[src/rtl/assert_macros.svh]
// Assertion macros for the LED dimmer RTL.
// Each macro samples on clk and is disabled while arst_n is low.
`ifndef ASSERT_MACROS_SVH
`define ASSERT_MACROS_SVH

// Same-cycle implication: when ante holds, cons holds at the same edge.
`define LDIM_ASSERT_SAME(label, ante, cons, msg) \
	label: assert property (@(posedge clk) disable iff (!arst_n) (ante) |-> (cons)) \
		else $error(msg);

// Next-cycle implication: when ante holds, cons holds at the following edge.
`define LDIM_ASSERT_NEXT(label, ante, cons, msg) \
	label: assert property (@(posedge clk) disable iff (!arst_n) (ante) |=> (cons)) \
		else $error(msg);

`endif

[src/rtl/ldim_pkg.sv]
// Shared types, codes and constants for the LED dimmer.
// No dependencies; used by every module of the block.
package ldim_pkg;

	localparam int unsigned ADC_FULL      = 1023;
	localparam int unsigned PERCENT_SCALE = 100;

	localparam logic [7:0]  PWM_STEPS_RST = 8'd10;
	localparam logic [15:0] BLINK_INC_RST = 16'd100;
	localparam logic [15:0] BLINK_LIM_RST = 16'd500;

	// Configuration register indexes.
	localparam logic [1:0] CFG_PWM_STEPS = 2'd0;
	localparam logic [1:0] CFG_BLINK_INC = 2'd1;
	localparam logic [1:0] CFG_BLINK_LIM = 2'd2;

	// Item kinds.
	localparam logic OP_CONTROL = 1'b0;
	localparam logic OP_TICK    = 1'b1;

	// Control update modes.
	localparam logic [2:0] MODE_BREATHE    = 3'd0;
	localparam logic [2:0] MODE_STEADY     = 3'd1;
	localparam logic [2:0] MODE_STEADY_RPT = 3'd2;
	localparam logic [2:0] MODE_BLINK_RPT  = 3'd3;
	localparam logic [2:0] MODE_BLINK      = 3'd4;
	localparam logic [2:0] MODE_HOLD_RPT   = 3'd5;
	localparam logic [2:0] MODE_OFF        = 3'd6;

	typedef struct packed {
		logic [15:0] blink_limit;
		logic [15:0] blink_increment;
		logic [7:0]  pwm_steps;
	} cfg_t;

	typedef struct packed {
		logic [2:0] mode;
		logic [9:0] adc_sample;
		logic       operation;
	} item_t;

	typedef struct packed {
		logic       percent_report;
		logic [6:0] duty_percent;
		logic [7:0] duty_level;
		logic       led_on;
	} result_t;

	// Quotient by 1023 for products below 2^18: split at 1024 and fold the
	// high part back into the remainder, which then stays below twice 1023.
	function automatic logic [8:0] div_adc_full(input logic [17:0] x);
		logic [7:0]  q_hi;
		logic [10:0] rem;
		logic [8:0]  q;
		q_hi = x[17:10];
		rem  = {1'b0, x[9:0]} + {3'b000, q_hi};
		q    = {1'b0, q_hi};
		if (rem >= 11'(ADC_FULL))
			q = q + 9'd1;
		return q;
	endfunction

endpackage

[src/rtl/led_pwm_breathe_blink_dimmer_unit.sv]
// LED dimmer top level: input register, dimmer core, result register, config.
// An accepted item goes through the input register, then the result register.
// Throughput: one item per cycle unless the master stalls; one core step per item.
// Reset (arst_n, asynchronous, active low) clears the pipeline, sets the
// configuration to 10 steps, increment 100, limit 500, and the dimmer state
// to duty 0, rising ramp, blink phase on, PWM running, LED off.
`include "assert_macros.svh"

module led_pwm_breathe_blink_dimmer_unit import ldim_pkg::*; (
	input  logic        clk,
	input  logic        arst_n,
	input  logic        s_axis_tvalid,
	output logic        s_axis_tready,
	input  logic [15:0] s_axis_tdata,   // adc_sample[9:0], mode[12:10], zero[15:13]
	input  logic        s_axis_tuser,   // operation
	output logic        m_axis_tvalid,
	input  logic        m_axis_tready,
	output logic [15:0] m_axis_tdata,   // led_on[0], duty_level[8:1], duty_percent[15:9]
	output logic        m_axis_tuser,   // percent_report
	input  logic        cfg_valid,
	output logic        cfg_ready,
	input  logic [1:0]  cfg_index,
	input  logic [15:0] cfg_data
);

	cfg_t    cfg_q;
	item_t   item_s1;
	logic    valid_s1;
	result_t result_q;
	logic    out_valid_q;
	result_t result_d;
	logic    advance;
	logic    in_accept;

	assign cfg_ready     = 1'b1;
	assign advance       = valid_s1 && (!out_valid_q || m_axis_tready);
	assign s_axis_tready = !valid_s1 || advance;
	assign in_accept     = s_axis_tvalid && s_axis_tready;

	always_ff @(posedge clk or negedge arst_n) begin
		if (!arst_n) begin
			cfg_q.pwm_steps       <= PWM_STEPS_RST;
			cfg_q.blink_increment <= BLINK_INC_RST;
			cfg_q.blink_limit     <= BLINK_LIM_RST;
		end else if (cfg_valid) begin
			case (cfg_index)
				CFG_PWM_STEPS: cfg_q.pwm_steps       <= cfg_data[7:0];
				CFG_BLINK_INC: cfg_q.blink_increment <= cfg_data;
				CFG_BLINK_LIM: cfg_q.blink_limit     <= cfg_data;
				default: ;
			endcase
		end
	end

	always_ff @(posedge clk or negedge arst_n) begin
		if (!arst_n) begin
			valid_s1    <= 1'b0;
			out_valid_q <= 1'b0;
		end else begin
			valid_s1 <= in_accept || (valid_s1 && !advance);
			if (advance)
				out_valid_q <= 1'b1;
			else if (m_axis_tready)
				out_valid_q <= 1'b0;
		end
	end

	always_ff @(posedge clk) begin
		if (in_accept) begin
			item_s1.operation  <= s_axis_tuser;
			item_s1.adc_sample <= s_axis_tdata[9:0];
			item_s1.mode       <= s_axis_tdata[12:10];
		end
		if (advance)
			result_q <= result_d;
	end

	ldim_core u_core (
		.clk    (clk),
		.arst_n (arst_n),
		.cfg    (cfg_q),
		.step   (advance),
		.item   (item_s1),
		.result (result_d)
	);

	assign m_axis_tvalid = out_valid_q;
	assign m_axis_tdata  = {result_q.duty_percent, result_q.duty_level, result_q.led_on};
	assign m_axis_tuser  = result_q.percent_report;

	`LDIM_ASSERT_NEXT(a_accept_fills_s1, in_accept, valid_s1, "accepted item did not reach the input register")
	`LDIM_ASSERT_NEXT(a_advance_shows_result, advance, m_axis_tvalid, "processed item produced no result")
	`LDIM_ASSERT_SAME(a_percent_range, m_axis_tvalid && m_axis_tuser, m_axis_tdata[15:9] <= 7'd100, "reported percentage above 100")
	`LDIM_ASSERT_SAME(a_percent_zero, m_axis_tvalid && !m_axis_tuser, m_axis_tdata[15:9] == 7'd0, "percentage nonzero without report")

endmodule

[src/rtl/ldim_scale.sv]
// Sample scaling for the LED dimmer: duty level from the potentiometer
// sample and the step count, and the sample as a percentage. Uses ldim_pkg.
module ldim_scale import ldim_pkg::*; (
	input  logic [9:0] adc_sample,
	input  logic [7:0] pwm_steps,
	output logic [7:0] level,
	output logic [6:0] percent
);

	logic [17:0] level_prod;
	logic [16:0] pct_prod;
	logic [8:0]  level_q9;
	logic [8:0]  pct_q9;

	always_comb begin
		level_prod = 18'(adc_sample) * 18'(pwm_steps);
		pct_prod   = 17'(adc_sample) * 17'(PERCENT_SCALE);
		level_q9   = div_adc_full(level_prod);
		pct_q9     = div_adc_full({1'b0, pct_prod});
		level      = level_q9[7:0];
		percent    = pct_q9[6:0];
	end

endmodule

[src/rtl/ldim_core.sv]
// Dimmer state and next-state logic: blink accumulator, breathing ramp,
// duty level and PWM counter. Uses ldim_pkg and ldim_scale.
module ldim_core import ldim_pkg::*; (
	input  logic    clk,
	input  logic    arst_n,
	input  cfg_t    cfg,
	input  logic    step,
	input  item_t   item,
	output result_t result
);

	logic [7:0]  duty_q;
	logic        ramp_down_q;
	logic [7:0]  pwm_count_q;
	logic [15:0] blink_accum_q;
	logic        blink_phase_q;
	logic        pwm_running_q;
	logic        led_level_q;

	logic [7:0]  duty_d;
	logic        ramp_down_d;
	logic [7:0]  pwm_count_d;
	logic [15:0] blink_accum_d;
	logic        blink_phase_d;
	logic        pwm_running_d;
	logic        led_level_d;

	logic [7:0]  scaled;
	logic [6:0]  percent;
	logic [15:0] accum_sum;
	logic [8:0]  ramp_next;
	logic        ramp_wrap;
	logic [8:0]  cnt_next;
	logic        report;

	ldim_scale u_scale (
		.adc_sample (item.adc_sample),
		.pwm_steps  (cfg.pwm_steps),
		.level      (scaled),
		.percent    (percent)
	);

	always_comb begin
		duty_d        = duty_q;
		ramp_down_d   = ramp_down_q;
		pwm_count_d   = pwm_count_q;
		blink_accum_d = blink_accum_q;
		blink_phase_d = blink_phase_q;
		pwm_running_d = pwm_running_q;
		led_level_d   = led_level_q;
		report        = 1'b0;

		accum_sum = blink_accum_q + cfg.blink_increment;
		ramp_wrap = ramp_down_q && (duty_q == 8'd0);
		ramp_next = ramp_down_q ? ({1'b0, duty_q} - 9'd1) : ({1'b0, duty_q} + 9'd1);
		cnt_next  = {1'b0, pwm_count_q} + 9'd1;

		if (item.operation == OP_TICK) begin
			if (pwm_running_q) begin
				led_level_d = (cnt_next < {1'b0, duty_q});
				pwm_count_d = (cnt_next >= {1'b0, cfg.pwm_steps}) ? 8'd0 : cnt_next[7:0];
			end
		end else begin
			if (accum_sum >= cfg.blink_limit) begin
				blink_accum_d = 16'd0;
				blink_phase_d = !blink_phase_q;
			end else begin
				blink_accum_d = accum_sum;
			end

			report = (item.mode inside {MODE_STEADY_RPT, MODE_BLINK_RPT, MODE_HOLD_RPT});

			case (item.mode)
				MODE_BREATHE: begin
					pwm_running_d = 1'b1;
					// A step down from zero wraps to full and clamps like an overshoot.
					if (ramp_wrap || (ramp_next >= {1'b0, cfg.pwm_steps})) begin
						duty_d      = cfg.pwm_steps;
						ramp_down_d = 1'b1;
					end else begin
						duty_d = ramp_next[7:0];
						if (ramp_next == 9'd0)
							ramp_down_d = 1'b0;
					end
				end
				MODE_STEADY, MODE_STEADY_RPT: begin
					pwm_running_d = 1'b1;
					duty_d        = scaled;
				end
				MODE_BLINK_RPT, MODE_BLINK: begin
					pwm_running_d = 1'b1;
					duty_d        = blink_phase_d ? scaled : 8'd0;
				end
				MODE_HOLD_RPT: begin
					pwm_running_d = 1'b0;
					duty_d        = scaled;
				end
				default: begin
					pwm_running_d = 1'b0;
					led_level_d   = 1'b0;
				end
			endcase
		end

		result.led_on         = led_level_d;
		result.duty_level     = duty_d;
		result.duty_percent   = report ? percent : 7'd0;
		result.percent_report = report;
	end

	always_ff @(posedge clk or negedge arst_n) begin
		if (!arst_n) begin
			duty_q        <= 8'd0;
			ramp_down_q   <= 1'b0;
			pwm_count_q   <= 8'd0;
			blink_accum_q <= 16'd0;
			blink_phase_q <= 1'b1;
			pwm_running_q <= 1'b1;
			led_level_q   <= 1'b0;
		end else if (step) begin
			duty_q        <= duty_d;
			ramp_down_q   <= ramp_down_d;
			pwm_count_q   <= pwm_count_d;
			blink_accum_q <= blink_accum_d;
			blink_phase_q <= blink_phase_d;
			pwm_running_q <= pwm_running_d;
			led_level_q   <= led_level_d;
		end
	end

endmodule

[config.mk]
export PLATFORM = sky130hd
export DESIGN_NAME = led_pwm_breathe_blink_dimmer_unit
export DESIGN_NICKNAME = d
export VERILOG_FILES = /design/src/rtl/ldim_pkg.sv /design/src/rtl/led_pwm_breathe_blink_dimmer_unit.sv /design/src/rtl/ldim_scale.sv /design/src/rtl/ldim_core.sv
export VERILOG_INCLUDE_DIRS = /design/src /design/src/rtl
export SDC_FILE = /design/constraint.sdc
export NUM_CORES = 1
export LEC_CHECK = 0
export BUFFER_PORTS_ARGS = -buffer_cell sky130_fd_sc_hd__buf_2
export CAP_MARGIN = 20
export CORE_UTILIZATION = 25
export DETAILED_ROUTE_END_ITERATION = 8
export PLACE_DENSITY = 0.42
export SLEW_MARGIN = 25
export SYNTH_ARGS = -nofsm -noshare
export SYNTH_HDL_FRONTEND = slang
export SYNTH_SLANG_ARGS = --single-unit
[constraint.sdc]
create_clock -name clk -period 13.71 [get_ports clk]
set_clock_uncertainty 0.05 [all_clocks]
set_input_delay 0 -clock clk [delete_from_list [all_inputs] [get_ports clk]]
set_output_delay 0 -clock clk [all_outputs]
set_load 0.02 [all_outputs]
==> impl_metrics.py, run 1 <==
metrics = {
    "sta": {
        "hold_viol": 0,
        "timing.final.setup_violations": 0,
        "rsz0062_at_grt": "false",
        "min_period_ns": 7.73,
        "slew_headroom_pct": 31.4,
        "postLayoutSetupSlackWorst_ns": 5.98,
        "finalSetupTns_ns": 0,
        "finalMaxSlewViolations": 0,
        "fmax_mhz": 129,
        "tightest_slew_ns": 1.02,
        "fin_crit_sh_pct": 56.4,
    },
    "outcome": {
        "status": "finished, final reports clean",
    },
    "clock_network": {
        "cts_tree": "yes",
        "post_cts_buffers": 0,
        "cts_buffers": 9,
        "clockRootBuffer": "clkbuf_16",
        "path_clk_slew_ns": 0.08,
        "cts_buffer_depth": 2,
        "clock_sinks": 109,
        "htree_num_levels": 3,
        "clk_latency_ns": 0.36,
    },
    "die": {
        "initial_utilization_pct": 25.5,
        "die_h_microns": 210,
        "dieArea_sq_um": 44000,
        "die_w_microns": 210,
        "core_area_sq_um": 42200,
        "rows": 75,
        "ios": 60,
    },
    "pwr": {
        "power_density_nw_per_um2": 260,
        "swShare_pct": 51.8,
        "p_int_mw": 1.55,
        "vdd_drop_max_mv": 0.117,
        "power.leakage_nw": 5.82,
        "power.switching_mw": 1.67,
        "clock_power_share_pct": 8.0,
        "comb_power_share_pct": 76.3,
        "power_frac_seq_pct": 15.7,
    },
    "logic_synthesis": {
        "ys_seq_area_share_pct": 26.9,
        "yosysUniqueCellTypes": 72,
        "yosys_register_bits": 109,
        "netlist_area_sq_um": 10800,
        "synthArstFlopShare_pct": 71.6,
        "synth_ff_type": "dfrtp_1",
        "syn_avg_cell_area_sq_um": 9.39,
        "synth-edff-count": 31,
        "synth_cells": 1149,
        "synth_top_area_cell": "ha_1",
        "synthTopCellsByArea": "ha_1 17%, dfrtp_1 15%, fa_1 11%, edfxtp_1 8.6%, inv_1 5.3%",
        "synth_top_area_share_pct": 17.4,
        "syn_nets": 1396,
        "ys_warn_count": 0,
    },
    "drt": {
        "wire_per_inst_microns": 16.2,
        "drt_wl_total_microns": 28900,
        "drt-initial-drc-count": 402,
        "vias_per_cell": 4.74,
        "drc_errors": 0,
        "drtPass1Iterations": 5,
        "vias": 8450,
        "ant_nets": 0,
    },
    "placed_design": {
        "placed_cell_area_sq_um": 11700,
        "gp_congestion": 0.843,
        "dp.cells": 1729,
        "preCtsSetupSlack_ns": 5.96,
        "place_hpwl_microns": 22500,
        "portBuffers": 55,
    },
    "grt": {
        "grt_pass1_vias": 8918,
        "grt_max_degree": 53,
        "grt_pass1_wl_microns": 47400,
        "grt_usage_pct": 13.7,
        "grt_antenna_before_repair": 0,
        "gr-total-overflow": 0,
    },
    "cells_and_area": {
        "fin_util_pct": 29.3,
        "drive_above_1_share_pct": 11.0,
        "fin_nets": 1486,
        "seqCellArea_sq_um": 2900,
        "nFillCells": 4500,
        "antenna_cells": 0,
        "final_cell_mix": "150 x inv_1, 150 x ha_1, 88 x nand2_1",
        "post-route-cell-area_sq_um": 12400,
        "area_growth_pct": 14.6,
        "multi_input_area_sq_um": 7270,
        "instances_no_fill": 1783,
    },
    "critical_path": {
        "worstPathArrival_ns": 7.79,
        "reg2reg_depth": 23,
        "rr_endpoint": "m_axis_tdata[8]$_DFFE_PP_",
        "crit-reg2reg-launch": "cfg_q[2]$_DFFE_PN0P_",
        "startpoint_type": "flop",
        "cp_max_fo": 8,
        "rrSetupSlack_ns": 5.98,
        "crit_required_ns": 13.76,
        "crit_path_end_kind": "flop",
        "path_class": "flop to flop",
    },
    "worst_hold_path": {
        "hp-class": "input pin to asynchronous set/reset pin",
    },
    "job": {
        "drv_cap": 0,
    },
}
[Yosys cell counts, types with 10 or more instances]
| cell | n |
|---|---|
| edfxtp_1 | 31 |
| a21o_1 | 24 |
| a211oi_1 | 10 |
| nor2b_1 | 10 |
| nand2b_1 | 10 |
| clkbuf_1 | 13 |
| xnor2_1 | 36 |
| inv_1 | 151 |
| a21oi_1 | 41 |
| o21ai_0 | 67 |
| mux2_2 | 36 |
| nor2_1 | 74 |
| and2_1 | 45 |
| ha_1 | 150 |
| xor2_1 | 24 |
| nor3_1 | 22 |
| o21a_1 | 17 |
| dfrtp_1 | 65 |
| nand2_1 | 88 |
| a22o_1 | 11 |
| dfstp_2 | 13 |
| fa_1 | 57 |
| nand3_1 | 23 |
[stage by stage]
stage | hold slack [ns] | power (mW)
CTS | 0.0334 | 3.26
finish | 0.0303 | 3.22
global route | 0.0656 | 3.58
global placement | -0.103 | 2.94
detailed placement | -0.102 | 2.97
floorplan | -0.346 | 2.36
[worst max path at each step]
| stage | startpoint | endpoint | slack, ns | cells past startpoint |
|---|---|---|---|---|
| 3_5_place_dp | cfg_q[2]$_DFFE_PN0P_ | m_axis_tdata[8]$_DFFE_PP_ | 5.96 | 23 |
| 3_3_place_gp | cfg_q[3]$_DFFE_PN1P_ | m_axis_tdata[8]$_DFFE_PP_ | 5.93 | 23 |
| 6_report | cfg_q[2]$_DFFE_PN0P_ | m_axis_tdata[8]$_DFFE_PP_ | 5.98 | 23 |
| 4_1_cts | cfg_q[2]$_DFFE_PN0P_ | m_axis_tdata[8]$_DFFE_PP_ | 5.92 | 23 |
| 2_1_floorplan | item_s1[2]$_DFFE_PP_ | m_axis_tdata[8]$_DFFE_PP_ | 6.97 | 24 |
| 5_1_grt | cfg_q[3]$_DFFE_PN1P_ | m_axis_tdata[8]$_DFFE_PP_ | 5.55 | 23 |
[per-layer routing]
metal  part of all wire [%]  vias up  global-route usage (%)
li1                       -     4174                       -
met1                     48     4168                    18.1
met2                     49       91                    24.2
met3                    1.7       17                    1.21
met4                    1.1        0                    2.72
met5                      0        -                       0
[power groups by stage]
stage          Clock (mW)  Sequential [mW]  Combinational, mW
6_report            0.259            0.504               2.46
3_5_place_dp            0            0.511               2.45
5_1_grt             0.281            0.516               2.78
4_1_cts             0.271            0.506               2.48
2_1_floorplan           0            0.490               1.87
3_3_place_gp            0            0.511               2.43
[cell families after synthesis]
kind of cell | count (synthesis) | synth area share [%]
AOI/OAI and AO/OA | 238 | 15.0
xor gates and xnor gates | 60 | 4.87
adders and majority gates | 207 | 28.0
buffers and inverters | 167 | 5.86
DFF | 109 | 26.9
muxes | 43 | 4.41
other | 1 | 0.0348
and+or+nand+nor | 324 | 14.9
[cell type report]
type,count,share of cell area (%)
clock inverters,6,0.375
flip-flops and latches,109,23.5
repair buffers,95,5.46
multi-input cells,873,58.8
well taps,539,5.46
inverters,151,4.59
clock buffers,10,1.85
[flip-flops by register name, indices dropped and copies added, names as in the netlist]
name,flops
u_core.pwm_running_q,1
u_core.led_level_q,1
item_s1,14
u_core.pwm_count_q,8
u_core.blink_phase_q,1
u_core.duty_q,8
u_core.ramp_down_q,1
u_core.blink_accum_q,16
m_axis_tdata,16
cfg_q,40
m_axis_tvalid,1
m_axis_tuser,1
valid_s1,1
[worst max-delay path, stage by stage, from the launching register on]
cell,delay [ns]
dfrtp_1,0.56
inv_1,0.35
nor2_1,0.22
fa_1,0.45
fa_1,0.49
fa_1,0.56
inv_1,0.06
fa_1,0.53
inv_1,0.04
ha_1,0.36
o21a_1,0.24
o21ai_0,0.31
nor2_1,0.09
nor3_1,0.61
fa_1,0.36
a211oi_1,0.11
or3_1,0.35
a221oi_1,0.28
nand4_1,0.19
o31ai_4,0.36
and2_1,0.20
and4_1,0.20
xor2_1,0.12
a221o_1,0.38
[timing repair]
| action | CTS | global route |
|---|---|---|
| resized for setup | 0 | 0 |
| hold endpoints to repair | 82 | 0 |
| endpoints found under the setup margin | 0 | 0 |
| hold buffers | 37 | 0 |
No activity file was read; power rests on OpenSTA's default activity.
==> run 2, diff against run 1 <==
--- a/config.mk
+++ b/config.mk
@@ -6,11 +6,12 @@
 export SDC_FILE = /design/constraint.sdc
 export NUM_CORES = 1
 export LEC_CHECK = 0
+export ABC_AREA = 1
 export BUFFER_PORTS_ARGS = -buffer_cell sky130_fd_sc_hd__buf_2
 export CAP_MARGIN = 20
 export CORE_UTILIZATION = 25
 export DETAILED_ROUTE_END_ITERATION = 8
-export PLACE_DENSITY = 0.42
+export PLACE_DENSITY = 0.44
 export SLEW_MARGIN = 25
 export SYNTH_ARGS = -nofsm -noshare
 export SYNTH_HDL_FRONTEND = slang
==> constraint.sdc (replaced) <==
create_clock -name clk -period 6.4 [get_ports clk]
set_clock_uncertainty 0.05 [all_clocks]
set_input_delay 0 -clock clk [delete_from_list [all_inputs] [get_ports clk]]
set_output_delay 0 -clock clk [all_outputs]
set_load 0.02 [all_outputs]
==> impl_metrics.py, run 2 <==
metrics = {
    "placed_design": {
        "portBuffers": 55,
        "place_hpwl_microns": 24100,
        "gp_congestion": 0.803,
    },
    "cells_and_area": {
        "regMostFlops": "cfg_q",
        "area_growth_pct": 18.0,
        "multi_input_area_sq_um": 7390,
        "seqCellArea_sq_um": 2900,
        "drive_above_1_share_pct": 12.3,
        "nFillCells": 4933,
        "largest_reg_flops": 40,
        "layout_commonest_cell": "nand2_1",
        "reg_top3": "cfg_q: 40 flops, m_axis_tdata: 16 flops, u_core.blink_accum_q: 16 flops",
        "final_cell_mix": "414 x nand2_1, 332 x inv_1, 141 x ha_1",
        "fin_nets": 1918,
    },
    "clock_network": {
        "htree_num_levels": 3,
        "cts_tree": "yes",
        "path_clk_slew_ns": 0.09,
        "cts_buffer_depth": 2,
        "cts_buffers": 9,
        "clock_sinks": 109,
        "clockRootBuffer": "clkbuf_16",
        "clk_latency_ns": 0.39,
    },
    "drt": {
        "vias": 9793,
        "drt_wl_total_microns": 29800,
        "ant_nets": 0,
        "drtPass1Iterations": 4,
        "vias_per_cell": 4.30,
        "drc_errors": 0,
        "drt-initial-drc-count": 475,
        "wire_per_inst_microns": 13.1,
    },
    "pwr": {
        "power_density_nw_per_um2": 498,
        "power.leakage_nw": 7.47,
        "p_int_mw": 3.17,
        "vdd_drop_max_mv": 0.279,
        "comb_power_share_pct": 75.2,
        "p_total_mw": 6.76,
        "clock_power_share_pct": 8.9,
        "power_frac_seq_pct": 15.9,
        "power.switching_mw": 3.59,
        "swShare_pct": 53.1,
    },
    "logic_synthesis": {
        "yosys_register_bits": 109,
        "ys_seq_area_share_pct": 25.2,
        "yosysUniqueCellTypes": 47,
        "synth-edff-count": 31,
        "synth_cells": 1558,
        "syn_nets": 1805,
        "synthXorXnorAreaFrac_pct": 3.19,
        "synthArstFlopShare_pct": 71.6,
        "synth_common_cells": "419 x nand2_1, 335 x inv_1, 150 x ha_1, 88 x o21ai_0, 75 x nand3_1",
        "synth_compound_area_share_pct": 8.79,
        "ys_warn_count": 0,
        "synth_top_area_cell": "ha_1",
        "syn_avg_cell_area_sq_um": 7.38,
        "synth-simple-area-share_pct": 24.4,
        "synth_top_family_by_area": "adder cells",
        "synth.most_common_cell": "nand2_1",
        "synthTopCellsByArea": "ha_1 16%, dfrtp_1 14%, nand2_1 14%, inv_1 11%, fa_1 9.9%",
        "muxShareOfSynthArea_pct": 0,
        "netlist_area_sq_um": 11500,
        "synth-adder-area-share_pct": 26.2,
        "synth_top_area_share_pct": 16.3,
        "synth_ff_type": "dfrtp_1",
    },
    "die": {
        "die_w_microns": 217,
        "rows": 78,
        "core_area_sq_um": 45400,
        "initial_utilization_pct": 25.3,
        "die_h_microns": 217,
        "ios": 60,
        "dieArea_sq_um": 46900,
    },
    "critical_path": {
        "cp_max_fo": 8,
        "worstPathArrival_ns": 6.12,
        "crit-reg2reg-launch": "cfg_q[3]$_DFFE_PN1P_",
        "rrSetupSlack_ns": 0.38,
        "crit_slowest_cell": "dfstp_2",
        "crit_path_end_kind": "flop",
        "critPathBufInv": 7,
        "crit_required_ns": 6.51,
        "crit_family": "adder cells",
        "path_class": "flop to flop",
        "reg2reg_depth": 30,
        "rr_endpoint": "m_axis_tdata[1]$_DFFE_PP_",
        "startpoint_type": "flop",
        "cpPeakStageDelay_ns": 0.65,
    },
    "outcome": {
        "status": "finished, final reports clean",
    },
    "sta": {
        "fin_crit_sh_pct": 94.0,
        "tightest_slew_ns": 0.797,
        "fmax_mhz": 166,
        "hold_viol": 0,
        "finalMaxSlewViolations": 0,
        "timing.final.setup_violations": 0,
        "min_period_ns": 6.02,
        "finalSetupTns_ns": 0,
        "slew_headroom_pct": 46.7,
    },
    "grt": {
        "grt_pass1_vias": 9953,
        "grt_pass1_wl_microns": 49600,
        "grt_usage_pct": 13.3,
        "grt_antenna_before_repair": 3,
        "grt_max_degree": 50,
        "gr-total-overflow": 0,
    },
    "worst_hold_path": {
        "hp-class": "input pin to asynchronous set/reset pin",
    },
    "job": {
        "drv_cap": 0,
    },
}
run 2: per-layer routing:
| metal | global-route usage [%] | up-vias | share of wire, % |
|---|---|---|---|
| met4 | 3.29 | 0 | 1.3 |
| met3 | 2.68 | 26 | 3.5 |
| met2 | 22.8 | 107 | 46 |
| met5 | 0 | - | 0 |
| li1 | - | 5093 | - |
| met1 | 17.0 | 4567 | 49 |
run 2: worst max-delay path by stage:
stage	startpoint	slack (ns)	to	cells after the start
5_1_grt	cfg_q[3]$_DFFE_PN1P_	-0.02	m_axis_tdata[1]$_DFFE_PP_	30
4_1_cts	cfg_q[3]$_DFFE_PN1P_	0.15	m_axis_tdata[5]$_DFFE_PP_	29
3_5_place_dp	cfg_q[3]$_DFFE_PN1P_	0.16	m_axis_tdata[1]$_DFFE_PP_	31
2_1_floorplan	cfg_q[3]$_DFFE_PN1P_	0.44	m_axis_tdata[1]$_DFFE_PP_	32
3_3_place_gp	cfg_q[3]$_DFFE_PN1P_	0.20	m_axis_tdata[1]$_DFFE_PP_	31
6_report	cfg_q[3]$_DFFE_PN1P_	0.38	m_axis_tdata[1]$_DFFE_PP_	30
run 2: worst reg2reg max path, delay by kind of cell, from the launching register on:
kind,cells,cell delay (ns)
compound gates,3,0.45
flops,1,0.65
buf+inv,7,0.52
fa+ha+maj,6,2.80
simple gates,14,1.32
run 2: cell families after synthesis:
| group | count (synthesis) |
|---|---|
| simple gates | 644 |
| buf+inv | 369 |
| fa+ha+maj | 207 |
| compound gates | 187 |
| flops | 109 |
| xor+xnor | 41 |
| other cells | 1 |
run 2: per-stage QoR:
step	cells	cell area (sq um)	util, %	hold WS (ns)	setup slack, ns
5_1_grt	2279	13600	29.9	0.0445	-0.0206
2_1_floorplan	1558	11500	-	-0.346	0.445
4_1_cts	2263	13300	29.3	0.0286	0.147
6_report	2279	13600	29.9	0.0275	0.384
3_3_place_gp	2213	12600	27.8	-0.0711	0.196
3_5_place_dp	2213	12600	27.8	-0.0637	0.159
run 2: repair_timing:
| item | CTS | global route |
|---|---|---|
| setup endpoints to repair | 0 | 16 |
| hold buffers | 34 | 0 |
| setup buffers | 0 | 13 |
| endpoints found under the hold margin | 85 | 0 |
| gates resized for setup | 0 | 44 |
run 2: layout make-up:
cell class                 count  area share, %
multi-input combinational   1080           54.4
sequential                   109           21.4
inverter                     338           9.34
timing repair buffer         133           7.02
tap                          600           5.53
clock buffer                   9           1.66
clock inverter                 7          0.571
antenna                        3         0.0553
run 2: power groups by stage:
stage | clock network [mW] | logic [mW] | registers [mW]
6_report | 0.602 | 5.08 | 1.07
5_1_grt | 0.650 | 5.86 | 1.10
4_1_cts | 0.630 | 4.76 | 1.08
3_5_place_dp | 0 | 4.70 | 1.09
3_3_place_gp | 0 | 4.67 | 1.09
2_1_floorplan | 0 | 3.62 | 1.06
